File: config.mk
export PLATFORM = sky130hd
export DESIGN_NAME = pcpa_ctrl
export DESIGN_NICKNAME = d
export VERILOG_FILES = /design/src/rtl/core/pcpa_pkg.sv /design/src/rtl/core/pcpa_ctrl.sv
export SDC_FILE = /design/constraint.sdc
export NUM_CORES = 1
export LEC_CHECK = 0
export ABC_AREA = 0
export BUFFER_PORTS_ARGS = -buffer_cell sky130_fd_sc_hd__buf_2
export CORE_AREA = 2 2 39 41
export DETAILED_ROUTE_END_ITERATION = 10
export DIE_AREA = 0 0 41 43
export PLACE_DENSITY = 0.55
export SYNTH_ARGS = -nofsm -noshare
export SYNTH_HDL_FRONTEND = slang
export SYNTH_SLANG_ARGS = --single-unit
File: constraint.sdc
create_clock -name clk_i -period 1.1 [get_ports clk_i]
set_clock_uncertainty 0.1 [all_clocks]
set_input_delay 0.22 -clock clk_i [delete_from_list [all_inputs] [get_ports clk_i]]
set_output_delay 0.22 -clock clk_i [all_outputs]
set_load 0.1 [all_outputs]
File: src/rtl/core/pcpa_pkg.sv
package pcpa_pkg;

  localparam int unsigned NUM_CPUS_DEF    = 8;
  localparam int unsigned NUM_PAGES_DEF   = 32768;
  localparam int unsigned PAGE_BYTES_DEF  = 4096;
  localparam int unsigned STEAL_STEPS_DEF = 1024;

  localparam logic ACTION_FREE  = 1'b0;
  localparam logic ACTION_ALLOC = 1'b1;

  localparam logic [1:0] STATUS_OK   = 2'd0;
  localparam logic [1:0] STATUS_FAIL = 2'd1;
  localparam logic [1:0] STATUS_BAD  = 2'd2;

  localparam int unsigned CFG_IDX_W = 1;
  localparam logic [CFG_IDX_W-1:0] CFG_REGION_START = 1'b0;
  localparam logic [CFG_IDX_W-1:0] CFG_REGION_STOP  = 1'b1;

  localparam logic [31:0] REGION_START_RST = 32'h8000_0000;
  localparam logic [31:0] REGION_STOP_RST  = 32'h8800_0000;

  typedef struct packed {
    logic        action;
    logic [2:0]  cpu;
    logic [31:0] address;
  } req_t;

  typedef struct packed {
    logic [1:0]  status;
    logic [31:0] page_address;
  } res_t;

  typedef struct packed {
    logic capture;
    logic free_push;
    logic bad_free;
    logic fail;
    logic pop_read;
    logic pop_done;
    logic use_victim;
    logic scan_init;
    logic scan_next;
    logic steal_start;
    logic walk_step;
    logic steal_done;
  } cmd_t;

  typedef struct packed {
    logic is_alloc;
    logic cpu_ok;
    logic free_bad;
    logic own_ok;
    logic scan_hit;
    logic scan_last;
    logic walk_more;
  } sts_t;

endpackage

File: src/rtl/core/pcpa_ctrl.sv
module pcpa_ctrl (
  input  logic             clk_i,
  input  logic             rst_ni,
  input  logic             start_i,
  input  pcpa_pkg::sts_t   sts_i,
  output pcpa_pkg::cmd_t   cmd_o,
  output logic             busy_o
);
  import pcpa_pkg::*;

  typedef enum logic [2:0] {
    S_IDLE,
    S_CHECK,
    S_POP,
    S_SCAN,
    S_WALK
  } state_e;

  state_e state_q, state_d;

  always_comb begin
    cmd_o   = '0;
    state_d = state_q;
    unique case (state_q)
      S_IDLE: begin
        if (start_i) begin
          cmd_o.capture = 1'b1;
          state_d       = S_CHECK;
        end
      end
      S_CHECK: begin
        priority if (!sts_i.is_alloc) begin
          if (sts_i.free_bad) begin
            cmd_o.bad_free = 1'b1;
          end else begin
            cmd_o.free_push = 1'b1;
          end
          state_d = S_IDLE;
        end else if (!sts_i.cpu_ok) begin
          cmd_o.fail = 1'b1;
          state_d    = S_IDLE;
        end else if (sts_i.own_ok) begin
          cmd_o.pop_read = 1'b1;
          state_d        = S_POP;
        end else begin
          cmd_o.scan_init = 1'b1;
          state_d         = S_SCAN;
        end
      end
      S_POP: begin
        cmd_o.pop_done = 1'b1;
        state_d        = S_IDLE;
      end
      S_SCAN: begin
        cmd_o.use_victim = 1'b1;
        priority if (sts_i.scan_hit) begin
          cmd_o.steal_start = 1'b1;
          state_d           = S_WALK;
        end else if (sts_i.scan_last) begin
          cmd_o.fail = 1'b1;
          state_d    = S_IDLE;
        end else begin
          cmd_o.scan_next = 1'b1;
        end
      end
      S_WALK: begin
        if (sts_i.walk_more) begin
          cmd_o.walk_step = 1'b1;
        end else begin
          cmd_o.steal_done = 1'b1;
          state_d          = S_IDLE;
        end
      end
      default: begin
        state_d = S_IDLE;
      end
    endcase
  end

  always_ff @(posedge clk_i or negedge rst_ni) begin
    if (!rst_ni) begin
      state_q <= S_IDLE;
    end else begin
      state_q <= state_d;
    end
  end

  assign busy_o = (state_q != S_IDLE);

endmodule

==> results by group, run 1 <==
Finish
  – Most frequent cells in the layout: buf_12, buf_4, buf_2, nor2_4, buf_6
  – Fillers: 108
  – Reg with most FFs: state_q
  – # diodes: 0
  – Commonest non-fill, non-tap cell in the layout: buf_12
  – Final instance area: 901 µm²
  – Fraction of final layout cells sized beyond drive strength 1: 84.9%
  – Area Overhead vs Synth: 233%
  – # nets final: 84
  – Max reg flops: 3
  – Finished Core Util: 65.1%
  – Top Registers: state_q x3

Logic synthesis
  – Leading area contributor after synthesis: dfrtp_1
  – Syn nets: 42
  – Unique masters post-synth: 21
  – Synth warn: 0
  – Sequential fraction of the synthesis area: 27.8%
  – Most area-consuming cells after synthesis: dfrtp_1, nor2_1, inv_1
  – Syn Std Cell Area: 270 µm²
  – Synth Register Bits: 3
  – Mapped Avg Cell Area: 8.45 µm²
  – Cell count after synthesis: 32
  – Area fraction of the dominant cell type after synthesis: 27.8%

Min path
  – Worst min-delay path class: input pin to asynchronous set/reset pin

Die
  – Die area: 0.00176 mm²
  – Initial Utilization: 19.5%
  – Site Rows: 14
  – Die X: 41 µm
  – Boundary Pins: 23
  – Die H: 43 µm
  – Core Footprint: 0.00138 mm²

Drt
  – TritonRoute pass-1 iters: 2
  – DRC viols: 0
  – Wire per inst: 12.2 µm
  – Routed vias: 394
  – Vias per std cell: 4.43
  – Post-DRT Antenna Nets: 0
  – Iter 0 DRT Violations: 2
  – Final wirelength: 1.08 mm
  – Highest metal used: met3
  – Met1 wire length: 353 µm
  – Met2 WL: 647 µm
  – Met3 Wirelength: 81 µm

Timing
  – Total negative slack: -7.70 ns
  – Worst setup margin: -0.606 ns
  – Worst-margin pin slew: 0.304 ns
  – Final min period: 1.71 ns
  – Number of max-slew violations in the final report: 0
  – Worst slew margin: 79.6%
  – Peak Freq: 0.586 GHz
  – Hold WS: 0.220 ns
  – RSZ-0062 raised after global routing: true
  – Final worst-path cycle share: 155%
  – Final setup vio count: 16
  – Final Hold Fails: 0

Clocking
  – Max clock buf depth: 2
  – Clk sinks: 3
  – Clk_lat worst skew: 0.23 ns
  – Cts bufs inserted: 3
  – Clock slew at reported path FFs: 0.04 ns
  – CTS Root Cell: clkbuf_4
  – CTS H-tree lvls: 1
  – CTS tree: built

Placed design
  – PortBufs: 22
  – Area after DPL: 732 µm²
  – GP Congestion: 0.685
  – Post-detail-place hpwl: 757 µm

Setup path
  – Worst setup EP type: primary output
  – CP Capture Point: cmd_o[11]
  – R2R depth: 4
  – Setup CP Type: register to primary output
  – CP Launch Point: state_q[1]
  – R2R Path End: state_q[0]
  – CP startpoint kind: register
  – Reg2reg setup slack: -0.26 ns
  – Reg2reg start: state_q[0]
  – CP arrival: 1.39 ns
  – Data required, critical path: 0.78 ns
  – Critical path fanouts, max: 3

Run
  – MaxCap Viol Count: 0

Power
  – Clock network power share: 20.9%
  – Switching share of power: 45.4%
  – Internal Power: 504 µW
  – Power Dens Cells: 1030 mW/mm²
  – P_leak: 0.000382 µW
  – Gate power share: 64.6%
  – Switching power: 420 µW
  – Share of power burned in registers: 14.5%
  – Worst IR Drop VDD: 0.000526 V
  – Pwr Total: 923 µW

Global route
  – Total gr overflow: 0
  – Initial antenna violation count: 0
  – First-pass GRT wire length: 1.66 mm
  – Largest net degree at the start of global routing: 8
  – GRT Total Usage: 14.4%
  – Number of global-route vias before repair: 382

Outcome
  – Status: finished with violations
  – Failing checks: setup timing
-- Yosys cell counts, drive strengths merged --
cell,number
nor4b,1
or3,1
and2,1
buf,1
nor2b,1
nand2b,1
nand2,2
nand3,1
nor2,6
nor4,3
a32oi,1
a211o,1
nor3b,1
or2,1
dfrtp,3
o31ai,1
and3,2
inv,4
-- final cells by class --
| class | count | area (µm²) | area share (%) |
|---|---|---|---|
| tap | 16 | 20.0 | 2.22 |
| clock buffer | 4 | 26.3 | 2.92 |
| sequential | 3 | 77.6 | 8.61 |
| timing repair buffer | 38 | 455 | 50.6 |
| multi-input combinational | 24 | 303 | 33.6 |
| inverter | 4 | 18.8 | 2.08 |
-- layer usage --
| metal | vias up | GRT usage (%) |
|---|---|---|
| met4 | 0 | 8.00 |
| met2 | 14 | 22.5 |
| met1 | 185 | 15.9 |
| met3 | 0 | 5.24 |
| met5 | - | 0 |
| li1 | 195 | - |
-- metrics by stage --
stage	std cells	setup WS (ns)
floorplan	32	-0.963
global placement	77	-0.372
detailed placement	77	-0.384
CTS	87	-0.618
global route	89	-0.666
finish	89	-0.606
-- power groups by stage --
stage / sequential (µW) / combinational, µW / clock (µW)
floorplan: 138 / 315 / 0
finish: 134 / 597 / 193
CTS: 133 / 580 / 203
detailed placement: 135 / 512 / 0
global placement: 134 / 508 / 0
global route: 137 / 620 / 214
-- cells by family after synthesis --
| kind of cell | Yosys count | synth area share (%) |
|---|---|---|
| DFF | 3 | 27.8 |
| AOI/OAI and AO/OA | 3 | 9.26 |
| and+or+nand+nor | 21 | 55.6 |
| buffers and inverters | 5 | 7.40 |
-- critical path, stage by stage, from the launching register on --
cell     delay [ns]
dfrtp_1        0.41
or3_4          0.44
nor2_4         0.13
buf_12         0.18
-- timing repair --
item,4_1_cts,5_1_grt
hold buffers,1,0
gates resized for setup,11,5
buffers inserted,5,2
cloned,0,0
pin swaps,9,6
endpoints found under the hold margin,3,0
endpoints found under the setup margin,16,16
-- how the worst min path moves through the flow --
| stage | slack [ns] | depth (start not counted) | from | to |
|---|---|---|---|---|
| finish | 0.22 | 2 | rst_ni | state_q[1] |
| detailed placement | -0.08 | 1 | rst_ni | state_q[1] |
| CTS | 0.22 | 2 | rst_ni | state_q[1] |
| floorplan | -0.18 | 0 | rst_ni | state_q[0] |
| global placement | -0.08 | 1 | rst_ni | state_q[0] |
| global route | 0.22 | 2 | rst_ni | state_q[1] |
Power figures use the tool's default switching activity.
==> run 2, diff against run 1 <==
- SETUP_SLACK_MARGIN: unset -> 0.15
- SKIP_LAST_GASP: unset -> 1
==> results by group, run 2 (synthesis gave the netlist of run 1 again) <==
Placed design
  – PortBufs: 22 (unchanged)
  – Post-detail-place hpwl: 697 µm (-7.9%)
  – GP Congestion: 0.684 (about the same)
  – Placed Cells: 77 (unchanged)

Timing
  – Final Hold Fails: 0 (unchanged)
  – Worst setup margin: -0.613 ns (-0.00705 ns)
  – Peak Freq: 0.584 GHz (-0.41%)
  – Final setup vio count: 16 (unchanged)
  – Final min period: 1.71 ns (+0.00705 ns)
  – Final worst-path cycle share: 156% (+0.64 points)
  – Number of max-slew violations in the final report: 0 (unchanged)
  – Worst slew margin: 80.3% (+0.71 points)
  – RSZ-0062 raised after global routing: true
  – Worst-margin pin slew: 0.294 ns (-0.0106 ns)

Die
  – Site Rows: 14 (unchanged)
  – Die X: 41 µm (unchanged)
  – Die area: 0.00176 mm² (unchanged)
  – Initial Utilization: 19.5% (unchanged)
  – Boundary Pins: 23 (unchanged)
  – Core Footprint: 0.00138 mm² (unchanged)
  – Die H: 43 µm (unchanged)

Drt
  – Iter 0 DRT Violations: 3 (+1)
  – Routed vias: 369 (-6.3%)
  – Wire per inst: 10.5 µm (-14%)
  – Vias per std cell: 4.39 (-0.77%)
  – Post-DRT Antenna Nets: 0 (unchanged)
  – TritonRoute pass-1 iters: 4 (+2)
  – DRC viols: 0 (unchanged)
  – Final wirelength: 879 µm (-19%)

Global route
  – Initial antenna violation count: 0 (unchanged)
  – Total gr overflow: 0 (unchanged)
  – First-pass GRT wire length: 1.46 mm (-12%)
  – Number of global-route vias before repair: 331 (-13%)
  – GRT Total Usage: 12.7% (-1.7 points)
  – Largest net degree at the start of global routing: 8 (unchanged)

Clocking
  – CTS Root Cell: clkbuf_4
  – Clk sinks: 3 (unchanged)
  – Clk_lat worst skew: 0.24 ns (about the same)
  – CTS H-tree lvls: 1 (unchanged)
  – Cts bufs inserted: 3 (unchanged)
  – Clock slew at reported path FFs: 0.04 ns (about the same)
  – Max clock buf depth: 2 (unchanged)
  – CTS tree: built

Finish
  – Max reg flops: 3 (unchanged)
  – # nets final: 79 (-6.0%)
  – Post-route insts no fill: 84 (-5.6%)
  – Most frequent cells in the layout: buf_12, buf_2, buf_4
  – Reg with most FFs: state_q
  – Area Overhead vs Synth: 199%
  – Top Registers: state_q x3
  – Fraction of final layout cells sized beyond drive strength 1: 77.9% (-7.0 points)
  – # diodes: 0 (unchanged)
  – Commonest non-fill, non-tap cell in the layout: buf_12
  – Fillers: 125 (+16%)

Run
  – MaxCap Viol Count: 0 (unchanged)

Setup path
  – Data required, critical path: 0.78 ns (about the same)
  – Slowest-stage cell, CP: dfrtp_2
  – CP arrival: 1.39 ns (about the same)
  – Worst path bufs/invs: 1 (unchanged)
  – Worst setup EP type: primary output
  – Largest stage delay on the critical path: 0.42 ns (-0.02 ns)
  – Critical path fanouts, max: 6 (+3)
  – Crit-path cells: nand2b_4 > nor4b_4 > buf_12
  – CP startpoint kind: register
  – Setup CP Type: register to primary output
  – Crit-path leading delay family: simple AND/OR/NAND/NOR gates
  – Reg2reg setup slack: -0.25 ns (about the same)

Power
  – P_leak: 0.000344 µW (-9.9%)
  – Power Dens Cells: 1060 mW/mm² (+3.4%)
  – Gate power share: 61.5% (-3.1 points)
  – Switching power: 392 µW (-6.5%)
  – Clock network power share: 22.8% (+1.9 points)
  – Worst IR Drop VDD: 0.000729 V (+39%)
  – Internal Power: 463 µW (-8.1%)
  – Switching share of power: 45.9% (+0.42 points)
  – Pwr Total: 855 µW (-7.4%)
  – Share of power burned in registers: 15.8% (+1.3 points)

Min path
  – Worst min-delay path class: input pin to asynchronous set/reset pin

Outcome
  – Failing checks: setup timing
  – Status: finished with violations
[run 2: timing repair]
item,in CTS,in global routing
hold buffers,1,0
setup buffers,1,1
cloned,0,0
endpoints found under the setup margin,16,16
resized for setup,5,1
hold endpoints to repair,3,0
pin swaps,2,1
[run 2: path summary, 6_finish.rpt]
check / startpoint / endpoint / cells past startpoint
max: state_q[2] / cmd_o[9] / 3
min: rst_ni / state_q[2] / 2
max reg2reg: state_q[2] / state_q[0] / 4
min reg2reg: state_q[1] / state_q[1] / 2
max in group asynchronous: rst_ni / state_q[0] / 2
min in group clk_i: sts_i[1] / state_q[1] / 4
[run 2: layout make-up]
cell class              count  area, µm²  area share, %
clock buffers               4       26.3           3.26
inverters                   4       18.8           2.33
multi-input cells          24        270           33.5
flip-flops and latches      3       77.6           9.61
well taps                  16       20.0           2.48
repair buffers             33        394           48.8
[run 2: layer usage]
metal | share of wire (%) | up-vias | track usage (%) | wire (µm)
li1 | - | 185 | - | -
met1 | 43 | 168 | 16.1 | 375
met2 | 49 | 16 | 17.2 | 428
met3 | 8.5 | 0 | 6.28 | 75
met4 | 0 | 0 | 6.00 | 0
met5 | 0 | - | 0 | 0
[run 2: metrics by stage]
stage / area, µm² / TNS (ns) / worst slack (ns) / util (%) / hold slack, ns
after floorplan: 358 / -8.86 / -0.963 / - / -0.176
after global placement: 732 / -4.24 / -0.378 / 52.9 / -0.0817
after detailed placement: 732 / -4.28 / -0.378 / 52.9 / -0.0791
after CTS: 796 / -7.35 / -0.617 / 57.5 / 0.216
after global routing: 807 / -8.14 / -0.673 / 58.3 / 0.221
final: 807 / -7.30 / -0.613 / 58.3 / 0.210
[run 2: power by group through the flow]
stage	registers, µW	logic (µW)	clock network, µW
4_1_cts	134	525	202
5_1_grt	136	547	220
6_report	135	526	195
2_1_floorplan	138	315	0
3_3_place_gp	134	507	0
3_5_place_dp	134	509	0
